### src/hw/rtl/plq_pkg.sv
// shared constants, codes and types of the per-link queue polling scheduler
`timescale 1ns / 1ps
package plq_pkg;

    localparam int NUM_QUEUES  = 8;
    localparam int QUEUE_DEPTH = 8;

    // field widths fixed by the interface
    localparam int TAG_W     = 16;
    localparam int NODE_W    = 4;
    localparam int ACT_W     = 2;
    localparam int QOUT_W    = 3;
    localparam int CFG_IDX_W = 2;
    localparam int ENTRY_W   = TAG_W + NODE_W;

    // derived widths
    localparam int QW    = $clog2(NUM_QUEUES);
    localparam int PW    = $clog2(QUEUE_DEPTH);
    localparam int FW    = $clog2(QUEUE_DEPTH + 1);
    localparam int AW    = $clog2(NUM_QUEUES * QUEUE_DEPTH);
    localparam int TW    = $clog2(NUM_QUEUES * QUEUE_DEPTH + 1);
    localparam int SCW   = $clog2(NUM_QUEUES + 1);
    localparam int CMP_W = ((NODE_W > SCW) ? NODE_W : SCW) + 1;

    // action codes
    localparam logic [ACT_W-1:0] ACT_ARRIVE    = 2'd0;
    localparam logic [ACT_W-1:0] ACT_LOCAL     = 2'd1;
    localparam logic [ACT_W-1:0] ACT_SEND_DONE = 2'd2;

    // configuration register indexes
    localparam logic [CFG_IDX_W-1:0] REG_OWN_NODE     = 2'd0;
    localparam logic [CFG_IDX_W-1:0] REG_LINKS_IN_USE = 2'd1;

    // configuration reset values
    localparam logic [NODE_W-1:0] OWN_NODE_RST     = 4'd1;
    localparam logic [NODE_W-1:0] LINKS_IN_USE_RST = 4'd8;

    typedef enum logic [1:0] {
        V_FORWARD = 2'd0,
        V_CONSUME = 2'd1,
        V_DROP    = 2'd2
    } t_verdict;

    typedef enum logic [2:0] {
        S_IDLE,
        S_DISP,
        S_SCAN,
        S_READ,
        S_POP,
        S_FLUSH_MORE,
        S_FLUSH_LAST
    } t_state;

    typedef struct packed {
        logic               wr_en;
        logic [AW-1:0]      wr_addr;
        logic [ENTRY_W-1:0] wr_data;
        logic               rd_en;
        logic [AW-1:0]      rd_addr;
    } t_mem_req;

    typedef struct packed {
        logic              push;
        logic [TAG_W-1:0]  tag;
        logic [NODE_W-1:0] dest;
        logic [QOUT_W-1:0] queue;
        t_verdict          verdict;
        logic              last;
    } t_result;

endpackage

### src/hw/rtl/plq_store.sv
// packet store shared by all link queues, one write and one registered read port
`timescale 1ns / 1ps
module plq_store (
    input  logic                          i_clk,
    input  plq_pkg::t_mem_req             i_req,
    output logic [plq_pkg::ENTRY_W-1:0]   o_rd_data
);
    import plq_pkg::*;

    logic [ENTRY_W-1:0] r_mem [NUM_QUEUES*QUEUE_DEPTH];
    logic [ENTRY_W-1:0] r_rd_data;

    always_ff @(posedge i_clk) begin
        if (i_req.wr_en) begin
            r_mem[i_req.wr_addr] <= i_req.wr_data;
        end
    end

    always_ff @(posedge i_clk) begin
        if (i_req.rd_en) begin
            r_rd_data <= r_mem[i_req.rd_addr];
        end
    end

    assign o_rd_data = r_rd_data;

endmodule

### src/hw/rtl/plq_ctrl.sv
// sequencer: enqueue, one-queue-per-cycle round-robin scan, pop and result staging
`timescale 1ns / 1ps
module plq_ctrl (
    input  logic                           i_clk,
    input  logic                           i_rst_n,
    input  logic                           i_in_valid,
    output logic                           o_in_ready,
    input  logic [plq_pkg::ACT_W-1:0]      i_action,
    input  logic [plq_pkg::NODE_W-1:0]     i_source_link,
    input  logic [plq_pkg::TAG_W-1:0]      i_packet_tag,
    input  logic [plq_pkg::NODE_W-1:0]     i_destination,
    input  logic                           i_cfg_valid,
    input  logic [plq_pkg::CFG_IDX_W-1:0]  i_cfg_index,
    input  logic [plq_pkg::NODE_W-1:0]     i_cfg_data,
    input  logic                           i_out_free,
    output plq_pkg::t_result               o_res,
    output plq_pkg::t_mem_req              o_mem,
    input  logic [plq_pkg::ENTRY_W-1:0]    i_rd_data
);
    import plq_pkg::*;

    function automatic logic [CMP_W-1:0] clamp_node(input logic [CMP_W-1:0] v,
                                                    input logic [CMP_W-1:0] lc);
        logic [CMP_W-1:0] r;
        r = v;
        if (r < CMP_W'(1)) r = CMP_W'(1);
        if (r > lc) r = lc;
        return r;
    endfunction

    t_state r_state, n_state;

    logic [NODE_W-1:0] r_own_node, r_links;
    logic [ACT_W-1:0]  r_act, n_act;
    logic [NODE_W-1:0] r_link, n_link;
    logic [TAG_W-1:0]  r_tag, n_tag;
    logic [NODE_W-1:0] r_dest, n_dest;

    logic [PW-1:0] r_head [NUM_QUEUES];
    logic [PW-1:0] n_head [NUM_QUEUES];
    logic [FW-1:0] r_fill [NUM_QUEUES];
    logic [FW-1:0] n_fill [NUM_QUEUES];
    logic [TW-1:0] r_total, n_total;
    logic [QW-1:0] r_serving, n_serving;
    logic [QW-1:0] r_scan_q, n_scan_q;
    logic [SCW-1:0] r_scan_cnt, n_scan_cnt;
    logic r_idle, n_idle;

    logic              r_hold_valid, n_hold_valid;
    logic [TAG_W-1:0]  r_hold_tag, n_hold_tag;
    logic [NODE_W-1:0] r_hold_dest, n_hold_dest;
    logic [QW-1:0]     r_hold_queue, n_hold_queue;
    t_verdict          r_hold_verdict, n_hold_verdict;

    logic [CMP_W-1:0] w_lc, w_links_ext, w_me, w_enq_node;
    logic [QW-1:0]    w_enq_q, w_idx, w_scan_next;
    logic [FW-1:0]    w_fill_at;
    logic [PW-1:0]    w_head_at, w_wr_pos, w_head_next;
    logic [FW:0]      w_pos_sum;
    logic [PW:0]      w_head_inc;
    logic [CMP_W-1:0] w_scan_inc;
    logic             w_is_enq, w_full, w_scan_hit, w_scan_miss, w_consume;
    logic [AW-1:0]    w_wr_addr, w_rd_addr;
    logic [TAG_W-1:0] w_rd_tag;
    logic [NODE_W-1:0] w_rd_dest;

    // clamped link count and own number
    always_comb begin
        w_links_ext = CMP_W'(r_links);
        if (w_links_ext < CMP_W'(2)) begin
            w_lc = CMP_W'(2);
        end else if (w_links_ext > CMP_W'(NUM_QUEUES)) begin
            w_lc = CMP_W'(NUM_QUEUES);
        end else begin
            w_lc = w_links_ext;
        end
        w_me       = clamp_node(CMP_W'(r_own_node), w_lc);
        w_enq_node = clamp_node((r_act == ACT_ARRIVE) ? CMP_W'(r_link) : CMP_W'(r_own_node),
                                w_lc);
        w_enq_q    = QW'(w_enq_node - CMP_W'(1));
        w_is_enq   = (r_act == ACT_ARRIVE) || (r_act == ACT_LOCAL);
    end

    // one queue index per cycle into the head and fill tables
    always_comb begin
        case (r_state)
            S_DISP:  w_idx = w_enq_q;
            S_SCAN:  w_idx = r_scan_q;
            default: w_idx = r_serving;
        endcase
        w_fill_at = r_fill[w_idx];
        w_head_at = r_head[w_idx];
    end

    always_comb begin
        w_full    = w_fill_at >= FW'(QUEUE_DEPTH);
        w_pos_sum = (FW+1)'(w_head_at) + (FW+1)'(w_fill_at);
        if (w_pos_sum >= (FW+1)'(QUEUE_DEPTH)) begin
            w_wr_pos = PW'(w_pos_sum - (FW+1)'(QUEUE_DEPTH));
        end else begin
            w_wr_pos = PW'(w_pos_sum);
        end
        w_wr_addr = AW'(w_enq_q) * AW'(QUEUE_DEPTH) + AW'(w_wr_pos);
        w_rd_addr = AW'(r_serving) * AW'(QUEUE_DEPTH) + AW'(w_head_at);

        w_head_inc  = (PW+1)'(w_head_at) + (PW+1)'(1);
        w_head_next = (w_head_inc >= (PW+1)'(QUEUE_DEPTH)) ? '0 : PW'(w_head_inc);

        w_scan_inc  = CMP_W'(r_scan_q) + CMP_W'(1);
        w_scan_next = (w_scan_inc >= w_lc) ? '0 : QW'(w_scan_inc);
        w_scan_hit  = (r_total != '0) && (w_fill_at != '0);
        w_scan_miss = (r_total == '0) ||
                      ((w_fill_at == '0) && (r_scan_cnt == SCW'(NUM_QUEUES)));

        w_rd_tag  = i_rd_data[TAG_W-1:0];
        w_rd_dest = i_rd_data[ENTRY_W-1:TAG_W];
        w_consume = (CMP_W'(w_rd_dest) == w_me);
    end

    // next state
    always_comb begin
        n_state = r_state;
        case (r_state)
            S_IDLE: begin
                if (i_in_valid) n_state = S_DISP;
            end
            S_DISP: begin
                if (w_is_enq) begin
                    if (w_full) n_state = S_FLUSH_LAST;
                    else if (r_idle) n_state = S_SCAN;
                    else n_state = S_IDLE;
                end else if ((r_act == ACT_SEND_DONE) && !r_idle) begin
                    n_state = S_SCAN;
                end else begin
                    n_state = S_IDLE;
                end
            end
            S_SCAN: begin
                if (w_scan_miss) begin
                    n_state = r_hold_valid ? S_FLUSH_LAST : S_IDLE;
                end else if (w_scan_hit) begin
                    n_state = r_hold_valid ? S_FLUSH_MORE : S_READ;
                end
            end
            S_READ: n_state = S_POP;
            S_POP: begin
                n_state = w_consume ? S_SCAN : S_FLUSH_LAST;
            end
            S_FLUSH_MORE: begin
                if (i_out_free) n_state = S_READ;
            end
            S_FLUSH_LAST: begin
                if (i_out_free) n_state = S_IDLE;
            end
            default: n_state = S_IDLE;
        endcase
    end

    // datapath next values
    always_comb begin
        n_act          = r_act;
        n_link         = r_link;
        n_tag          = r_tag;
        n_dest         = r_dest;
        n_head         = r_head;
        n_fill         = r_fill;
        n_total        = r_total;
        n_serving      = r_serving;
        n_scan_q       = r_scan_q;
        n_scan_cnt     = r_scan_cnt;
        n_idle         = r_idle;
        n_hold_valid   = r_hold_valid;
        n_hold_tag     = r_hold_tag;
        n_hold_dest    = r_hold_dest;
        n_hold_queue   = r_hold_queue;
        n_hold_verdict = r_hold_verdict;
        case (r_state)
            S_IDLE: begin
                if (i_in_valid) begin
                    n_act  = i_action;
                    n_link = i_source_link;
                    n_tag  = i_packet_tag;
                    n_dest = i_destination;
                end
            end
            S_DISP: begin
                if (w_is_enq) begin
                    if (w_full) begin
                        n_hold_valid   = 1'b1;
                        n_hold_tag     = r_tag;
                        n_hold_dest    = r_dest;
                        n_hold_queue   = w_enq_q;
                        n_hold_verdict = V_DROP;
                    end else begin
                        n_fill[w_enq_q] = w_fill_at + FW'(1);
                        n_total         = r_total + TW'(1);
                        if (r_idle) begin
                            n_idle     = 1'b0;
                            n_serving  = w_enq_q;
                            n_scan_q   = w_enq_q;
                            n_scan_cnt = '0;
                        end
                    end
                end else if ((r_act == ACT_SEND_DONE) && !r_idle) begin
                    n_scan_q   = r_serving;
                    n_scan_cnt = '0;
                end
            end
            S_SCAN: begin
                if (w_scan_miss) begin
                    n_idle = 1'b1;
                end else if (w_scan_hit) begin
                    n_serving = r_scan_q;
                end else begin
                    n_scan_q   = w_scan_next;
                    n_scan_cnt = r_scan_cnt + SCW'(1);
                end
            end
            S_POP: begin
                n_head[r_serving] = w_head_next;
                n_fill[r_serving] = w_fill_at - FW'(1);
                n_total           = r_total - TW'(1);
                n_hold_valid      = 1'b1;
                n_hold_tag        = w_rd_tag;
                n_hold_dest       = w_rd_dest;
                n_hold_queue      = r_serving;
                n_hold_verdict    = w_consume ? V_CONSUME : V_FORWARD;
                if (w_consume) begin
                    n_scan_q   = r_serving;
                    n_scan_cnt = '0;
                end
            end
            S_FLUSH_MORE, S_FLUSH_LAST: begin
                if (i_out_free) n_hold_valid = 1'b0;
            end
            default: ;
        endcase
    end

    // outputs
    always_comb begin
        o_in_ready    = (r_state == S_IDLE);
        o_mem.wr_en   = (r_state == S_DISP) && w_is_enq && !w_full;
        o_mem.wr_addr = w_wr_addr;
        o_mem.wr_data = {r_dest, r_tag};
        o_mem.rd_en   = (r_state == S_READ);
        o_mem.rd_addr = w_rd_addr;
        o_res.push    = ((r_state == S_FLUSH_MORE) || (r_state == S_FLUSH_LAST)) && i_out_free;
        o_res.tag     = r_hold_tag;
        o_res.dest    = r_hold_dest;
        o_res.queue   = QOUT_W'(r_hold_queue);
        o_res.verdict = r_hold_verdict;
        o_res.last    = (r_state == S_FLUSH_LAST);
    end

    always_ff @(posedge i_clk) begin
        if (!i_rst_n) begin
            r_state      <= S_IDLE;
            r_own_node   <= OWN_NODE_RST;
            r_links      <= LINKS_IN_USE_RST;
            r_head       <= '{default: '0};
            r_fill       <= '{default: '0};
            r_total      <= '0;
            r_serving    <= '0;
            r_scan_q     <= '0;
            r_scan_cnt   <= '0;
            r_idle       <= 1'b1;
            r_hold_valid <= 1'b0;
        end else begin
            r_state      <= n_state;
            r_head       <= n_head;
            r_fill       <= n_fill;
            r_total      <= n_total;
            r_serving    <= n_serving;
            r_scan_q     <= n_scan_q;
            r_scan_cnt   <= n_scan_cnt;
            r_idle       <= n_idle;
            r_hold_valid <= n_hold_valid;
            if (i_cfg_valid && (i_cfg_index == REG_OWN_NODE)) begin
                r_own_node <= i_cfg_data;
            end
            if (i_cfg_valid && (i_cfg_index == REG_LINKS_IN_USE)) begin
                r_links <= i_cfg_data;
            end
        end
    end

    always_ff @(posedge i_clk) begin
        r_act          <= n_act;
        r_link         <= n_link;
        r_tag          <= n_tag;
        r_dest         <= n_dest;
        r_hold_tag     <= n_hold_tag;
        r_hold_dest    <= n_hold_dest;
        r_hold_queue   <= n_hold_queue;
        r_hold_verdict <= n_hold_verdict;
    end

endmodule

### src/hw/rtl/per_link_queue_polling_scheduler.sv
// top level of the per-link queue polling scheduler with its output register
//
// channel  direction  handshake                  payload
// input    in         i_in_valid / o_in_ready    i_action, i_source_link, i_packet_tag,
//                                                i_destination
// output   out        o_out_valid / i_out_ready  o_served_tag, o_served_destination,
//                                                o_served_queue, o_verdict, o_last_of_run
// config   in         i_cfg_valid / o_cfg_ready  i_cfg_index, i_cfg_data
//
// an input transaction holds the block for its whole run; ready again after the run
// enqueue while busy, ignored send-done: accept, dispatch; full-queue drop: also a result
// each served packet: a scan (one queue per cycle through the shared compare), a memory
//   read, a pop and a result step
// a forward run of one packet thus passes accept, dispatch, scan, read, pop and result;
//   consumed packets add a scan, read, pop and result each
// results wait in one output register; a stalled output only holds the result step
// synchronous active-low reset; no clearing pass, the packet store is never read unwritten
`timescale 1ns / 1ps
module per_link_queue_polling_scheduler (
    input  logic                           i_clk,
    input  logic                           i_rst_n,
    // input transactions
    input  logic                           i_in_valid,
    output logic                           o_in_ready,
    input  logic [plq_pkg::ACT_W-1:0]      i_action,
    input  logic [plq_pkg::NODE_W-1:0]     i_source_link,
    input  logic [plq_pkg::TAG_W-1:0]      i_packet_tag,
    input  logic [plq_pkg::NODE_W-1:0]     i_destination,
    // result transactions
    output logic                           o_out_valid,
    input  logic                           i_out_ready,
    output logic [plq_pkg::TAG_W-1:0]      o_served_tag,
    output logic [plq_pkg::NODE_W-1:0]     o_served_destination,
    output logic [plq_pkg::QOUT_W-1:0]     o_served_queue,
    output logic [1:0]                     o_verdict,
    output logic                           o_last_of_run,
    // configuration writes
    input  logic                           i_cfg_valid,
    output logic                           o_cfg_ready,
    input  logic [plq_pkg::CFG_IDX_W-1:0]  i_cfg_index,
    input  logic [plq_pkg::NODE_W-1:0]     i_cfg_data
);
    import plq_pkg::*;

    t_result            w_res;
    t_mem_req           w_mem;
    logic [ENTRY_W-1:0] w_rd_data;
    logic               w_out_free;

    logic              r_out_valid;
    logic [TAG_W-1:0]  r_out_tag;
    logic [NODE_W-1:0] r_out_dest;
    logic [QOUT_W-1:0] r_out_queue;
    t_verdict          r_out_verdict;
    logic              r_out_last;

    // config writes are always taken, the registers sit in the sequencer
    assign o_cfg_ready = 1'b1;

    // the output register may take a new result when empty or being drained
    assign w_out_free = !r_out_valid || i_out_ready;

    plq_ctrl u_ctrl (
        .i_clk         (i_clk),
        .i_rst_n       (i_rst_n),
        .i_in_valid    (i_in_valid),
        .o_in_ready    (o_in_ready),
        .i_action      (i_action),
        .i_source_link (i_source_link),
        .i_packet_tag  (i_packet_tag),
        .i_destination (i_destination),
        .i_cfg_valid   (i_cfg_valid),
        .i_cfg_index   (i_cfg_index),
        .i_cfg_data    (i_cfg_data),
        .i_out_free    (w_out_free),
        .o_res         (w_res),
        .o_mem         (w_mem),
        .i_rd_data     (w_rd_data)
    );

    // one flat store, queue q owns entries q*QUEUE_DEPTH to q*QUEUE_DEPTH+QUEUE_DEPTH-1
    plq_store u_store (
        .i_clk     (i_clk),
        .i_req     (w_mem),
        .o_rd_data (w_rd_data)
    );

    // result register: valid is control, payload loads only on a push
    always_ff @(posedge i_clk) begin
        if (!i_rst_n) begin
            r_out_valid <= 1'b0;
        end else if (w_res.push) begin
            r_out_valid <= 1'b1;
        end else if (i_out_ready) begin
            r_out_valid <= 1'b0;
        end
    end

    always_ff @(posedge i_clk) begin
        if (w_res.push) begin
            r_out_tag     <= w_res.tag;
            r_out_dest    <= w_res.dest;
            r_out_queue   <= w_res.queue;
            r_out_verdict <= w_res.verdict;
            r_out_last    <= w_res.last;
        end
    end

    assign o_out_valid          = r_out_valid;
    assign o_served_tag         = r_out_tag;
    assign o_served_destination = r_out_dest;
    assign o_served_queue       = r_out_queue;
    assign o_verdict            = r_out_verdict;
    assign o_last_of_run        = r_out_last;

`ifndef ASSERT_OFF
    // the sequencer never overwrites a result that is still waiting
    a_push_free: assert property (@(posedge i_clk) disable iff (!i_rst_n)
        w_res.push |-> w_out_free)
        else $error("result pushed into a full output register");

    // the block is never ready in the cycle after it accepts a transaction
    a_busy_after_accept: assert property (@(posedge i_clk) disable iff (!i_rst_n)
        (i_in_valid && o_in_ready) |=> !o_in_ready)
        else $error("block ready right after accepting a transaction");

    // a drop ends its run
    a_drop_last: assert property (@(posedge i_clk) disable iff (!i_rst_n)
        (o_out_valid && (r_out_verdict == V_DROP)) |-> o_last_of_run)
        else $error("drop result not marked last");

    // a forward ends its run, the block then waits for send-done
    a_forward_last: assert property (@(posedge i_clk) disable iff (!i_rst_n)
        (o_out_valid && (r_out_verdict == V_FORWARD)) |-> o_last_of_run)
        else $error("forward result not marked last");
`endif

endmodule

### config.mk
export PLATFORM = sky130hd
export DESIGN_NAME = per_link_queue_polling_scheduler
export DESIGN_NICKNAME = d
export VERILOG_FILES = /design/src/hw/rtl/plq_pkg.sv /design/src/hw/rtl/plq_store.sv /design/src/hw/rtl/plq_ctrl.sv /design/src/hw/rtl/per_link_queue_polling_scheduler.sv
export SDC_FILE = /design/constraint.sdc
export NUM_CORES = 2
export LEC_CHECK = 0
export ABC_AREA = 1
export BUFFER_PORTS_ARGS = -buffer_cell sky130_fd_sc_hd__buf_2
export CORE_MARGIN = 5
export CORE_UTILIZATION = 35
export CTS_CLUSTER_DIAMETER = 150
export CTS_CLUSTER_SIZE = 14
export DETAILED_ROUTE_END_ITERATION = 8
export PLACE_DENSITY = 0.52
export SYNTH_ARGS = -nofsm -noshare
export SYNTH_HDL_FRONTEND = slang
export SYNTH_HIERARCHICAL = 1
export SYNTH_SLANG_ARGS = --single-unit
export TNS_END_PERCENT = 20
### constraint.sdc
create_clock -name i_clk -period 7.64 [get_ports i_clk]
set_clock_uncertainty 0.2 [all_clocks]
set_input_delay 0.382 -clock i_clk [delete_from_list [all_inputs] [get_ports i_clk]]
set_output_delay 0.382 -clock i_clk [all_outputs]
set_load 0.03 [all_outputs]
==> impl_metrics.yaml <==
placement:
  port_buffers: 64
  dp.final_hpwl_mm: 106
  gp_congestion: 0.873
  place_ws_ps: 474
worst_setup_path:
  critPathTopFamily: "simple AND/OR/NAND/NOR gates"
  cp_slowest_cell: "xor2_1"
  cp.required_ps: 7880
  critPathCaptureType: "flip-flop"
  critPathLaunch: "u_ctrl/r_act[1]$_DFFE_PP_"
  crit_arrival_ps: 7510
  crit_buf_inv: 9
  max_stage_delay_ps: 580
  cpMostUsedCell: "nand2_1"
  rr_startpoint: "u_ctrl/r_act[1]$_DFFE_PP_"
  start_kind: "flip-flop"
  worstSetupPathDepth: 32
  crit_fanout: 16
  critical_path_class: "reg -> reg"
  r2r_cells: 32
logic_synthesis:
  avgSynthCellArea_um2: 11.3
  synth-seq-area-share_pct: 70.8
  synth.distinct_cells: 54
  synth_area_um2: 60900
  synth_cells: 5408
  synth_area_leader_cell: "edfxtp_1"
  yosysWarnings: 6
  synthTopCellsByArea: "edfxtp_1 (68%), nand2_1 (11%), nand3_1 (9.5%)"
  ys_seq_elements: 1464
  synth-edff-count: 1377
  async_reset_ff_share_pct: 0
  synth_fp_nets: 5472
  synth_top_area_share_pct: 67.9
  synth_ff_type: "edfxtp_1"
floorplan:
  die_width_um: 427
  io_pins: 66
  fp.dieH_um: 427
  die_area_um2: 182000
  fp.coreArea_um2: 173000
  rows: 153
  start_util_pct: 35.1
global_route:
  grt_usage_pct: 19.7
  grt-busiest-layer: "met2"
  grt_use_met3_pct: 2.79
  grt_antenna_before_repair: 7
  grt_pass1_wl_mm: 268
  grt_pass1_vias: 39100
  use_met2_pct: 32.1
  grt_remaining_overflow: 0
  grt_use_met1_pct: 27.7
  grt_max_degree: 151
routing:
  drtIter0Drc: 4359
  drtAntennaViolNets: 0
  routedWlPerCell_um: 23.4
  vias: 41000
  viasPerCell: 5.23
  drt_pre_antenna_iters: 6
  drc: 0
  wl_mm: 183
final_layout:
  regArea_um2: 43100
  fillers: 16800
  area_growth_pct: 10.9
  utilization_pct: 38.9
  multi_input_area_um2: 15800
  drive_gt1_share_pct: 8.78
  finalNetCount: 5539
clock_tree:
  cts.clk_slew.worst_paths_ps: 70
  post-cts-setup-buffer-count: 0
  clk_latency_ps: 760
  cts_sinks: 1464
  htree_levels: 3
  cts_buffer_depth: 3
  tritoncts: "done"
  cts_buffers: 114
  cts_root_buffer: "clkbuf_16"
worst_hold_path:
  worst_hold_path_type: "in -> reg"
  hold_depth: 4
  hp-start: "i_rst_n"
timing:
  fin_crit_sh_pct: 95.2
  max_freq_ghz: 0.138
  fin_crit_ps: 7270
  hold_viol: 0
  worst_slew_pin_slew_ps: 1090
  setup_violations: 0
  slew_violations: 0
  slew_headroom_pct: 27.3
  whs_ps: 70.0
  layout_setup_ws_ps: 370
  setup_tns_ps: 0
job:
  cap_violations: 0
run_status:
  status: "completed"
cells by family after synthesis:
logic type / Yosys count / synth area share [%]
AND/OR/NAND/NOR: 3195 / 22.5
other: 1 / 0.00616
AO/OA/AOI/OAI: 238 / 2.23
buffers and inverters: 468 / 3.66
flip-flops: 1464 / 70.8
XOR/XNOR: 15 / 0.228
adder cells (fa/ha/maj): 27 / 0.580
sequential cells by signal (all words and copies together) (netlist names), 4 cells and up:
register,count
u_ctrl/r_hold_tag,16
u_ctrl/r_head,24
u_store/o_rd_data,20
u_ctrl/r_scan_cnt,4
u_ctrl/r_links,4
u_ctrl/r_hold_dest,4
u_ctrl/r_own_node,4
u_ctrl/r_dest,4
u_store/r_mem,1280
u_ctrl/r_fill,32
u_ctrl/r_link,4
u_ctrl/r_tag,16
o_served_destination,4
o_served_tag,16
u_ctrl/r_total,7
cell usage in the layout, fill, tap and decap left out, types with 11 or more instances in the layout:
cell type      instances
dfxtp_1               85
buf_4                141
nand3_1             1154
nand2_1             1827
inv_1                133
buf_2                 64
inv_2                 12
xor2_1                11
nor2_2                66
buf_12                13
nand2_2               12
o21ai_0               77
clkbuf_16            116
edfxtp_1            1377
clkbuf_1              19
dlygate4sd3_1         45
nor2_1                85
ha_1                  25
nor3_1                15
o21ai_1               23
a21oi_1               91
cell usage after synthesis, types with 6 or more instances:
master	number
nand2_1	1829
inv_2	17
xor2_1	11
nor3_1	18
o21ai_1	23
edfxtp_1	1377
nand2_2	10
o21ai_2	10
buf_4	49
buf_1	21
buf_6	9
ha_1	25
inv_1	133
dfxtp_1	87
o21ai_0	77
nand2_4	7
nor2_1	149
clkbuf_1	66
buf_2	167
nand3_1	1154
nand3b_1	6
o211ai_1	7
a21oi_1	92
per-layer routing:
layer  up-vias  part of all wire, %
met5         -               0.0071
met4         2                  2.8
met3       265                  6.3
met2      1413                   47
met1     20400                   44
li1      18900                    -
worst register-to-register path, delay by kind of cell (launching register included):
kind	cells	cell delay [ps]
xor gates and xnor gates	2	800
and+or+nand+nor	13	2130
DFF	1	390
adders and majority gates	4	1240
AOI/OAI and AO/OA	4	930
buffers and inverters	9	1290
through the flow:
step	std cells	cell area [um2]
6_report	7825	67500
5_1_grt	7824	67500
4_1_cts	7824	67500
3_5_place_dp	7639	64000
3_3_place_gp	7639	64000
2_1_floorplan	5408	60900
worst paths after layout:
| check | end | slack, ps |
|---|---|---|
| worst max-delay path | u_store/r_mem[22][3]$_DFFE_PP_ | 370 |
| worst min-delay path | o_out_valid$_SDFFE_PN0P_ | 70 |
| worst max register to register | u_store/r_mem[22][3]$_DFFE_PP_ | 370 |
| worst min register to register | o_served_queue[1]$_DFFE_PP_ | 220 |
what timing repair did:
action / CTS / global route
hold buffers: 45 / 0
endpoints found under the hold margin: 44 / 0
resized for setup: 0 / 2
setup endpoints to repair: 0 / 97
final cells by class:
type,instances,area share (%)
inverter,156,0.921
sequential,1464,63.8
multi-input combinational,3476,23.3
tap,2325,4.31
clock buffer,135,4.40
clock inverter,5,0.107
timing repair buffer,263,3.09
antenna,1,0.00371
Power is left out: the tool's default activity adds up to more than one toggle a clock period on the data nets, which glitch-free logic cannot reach.
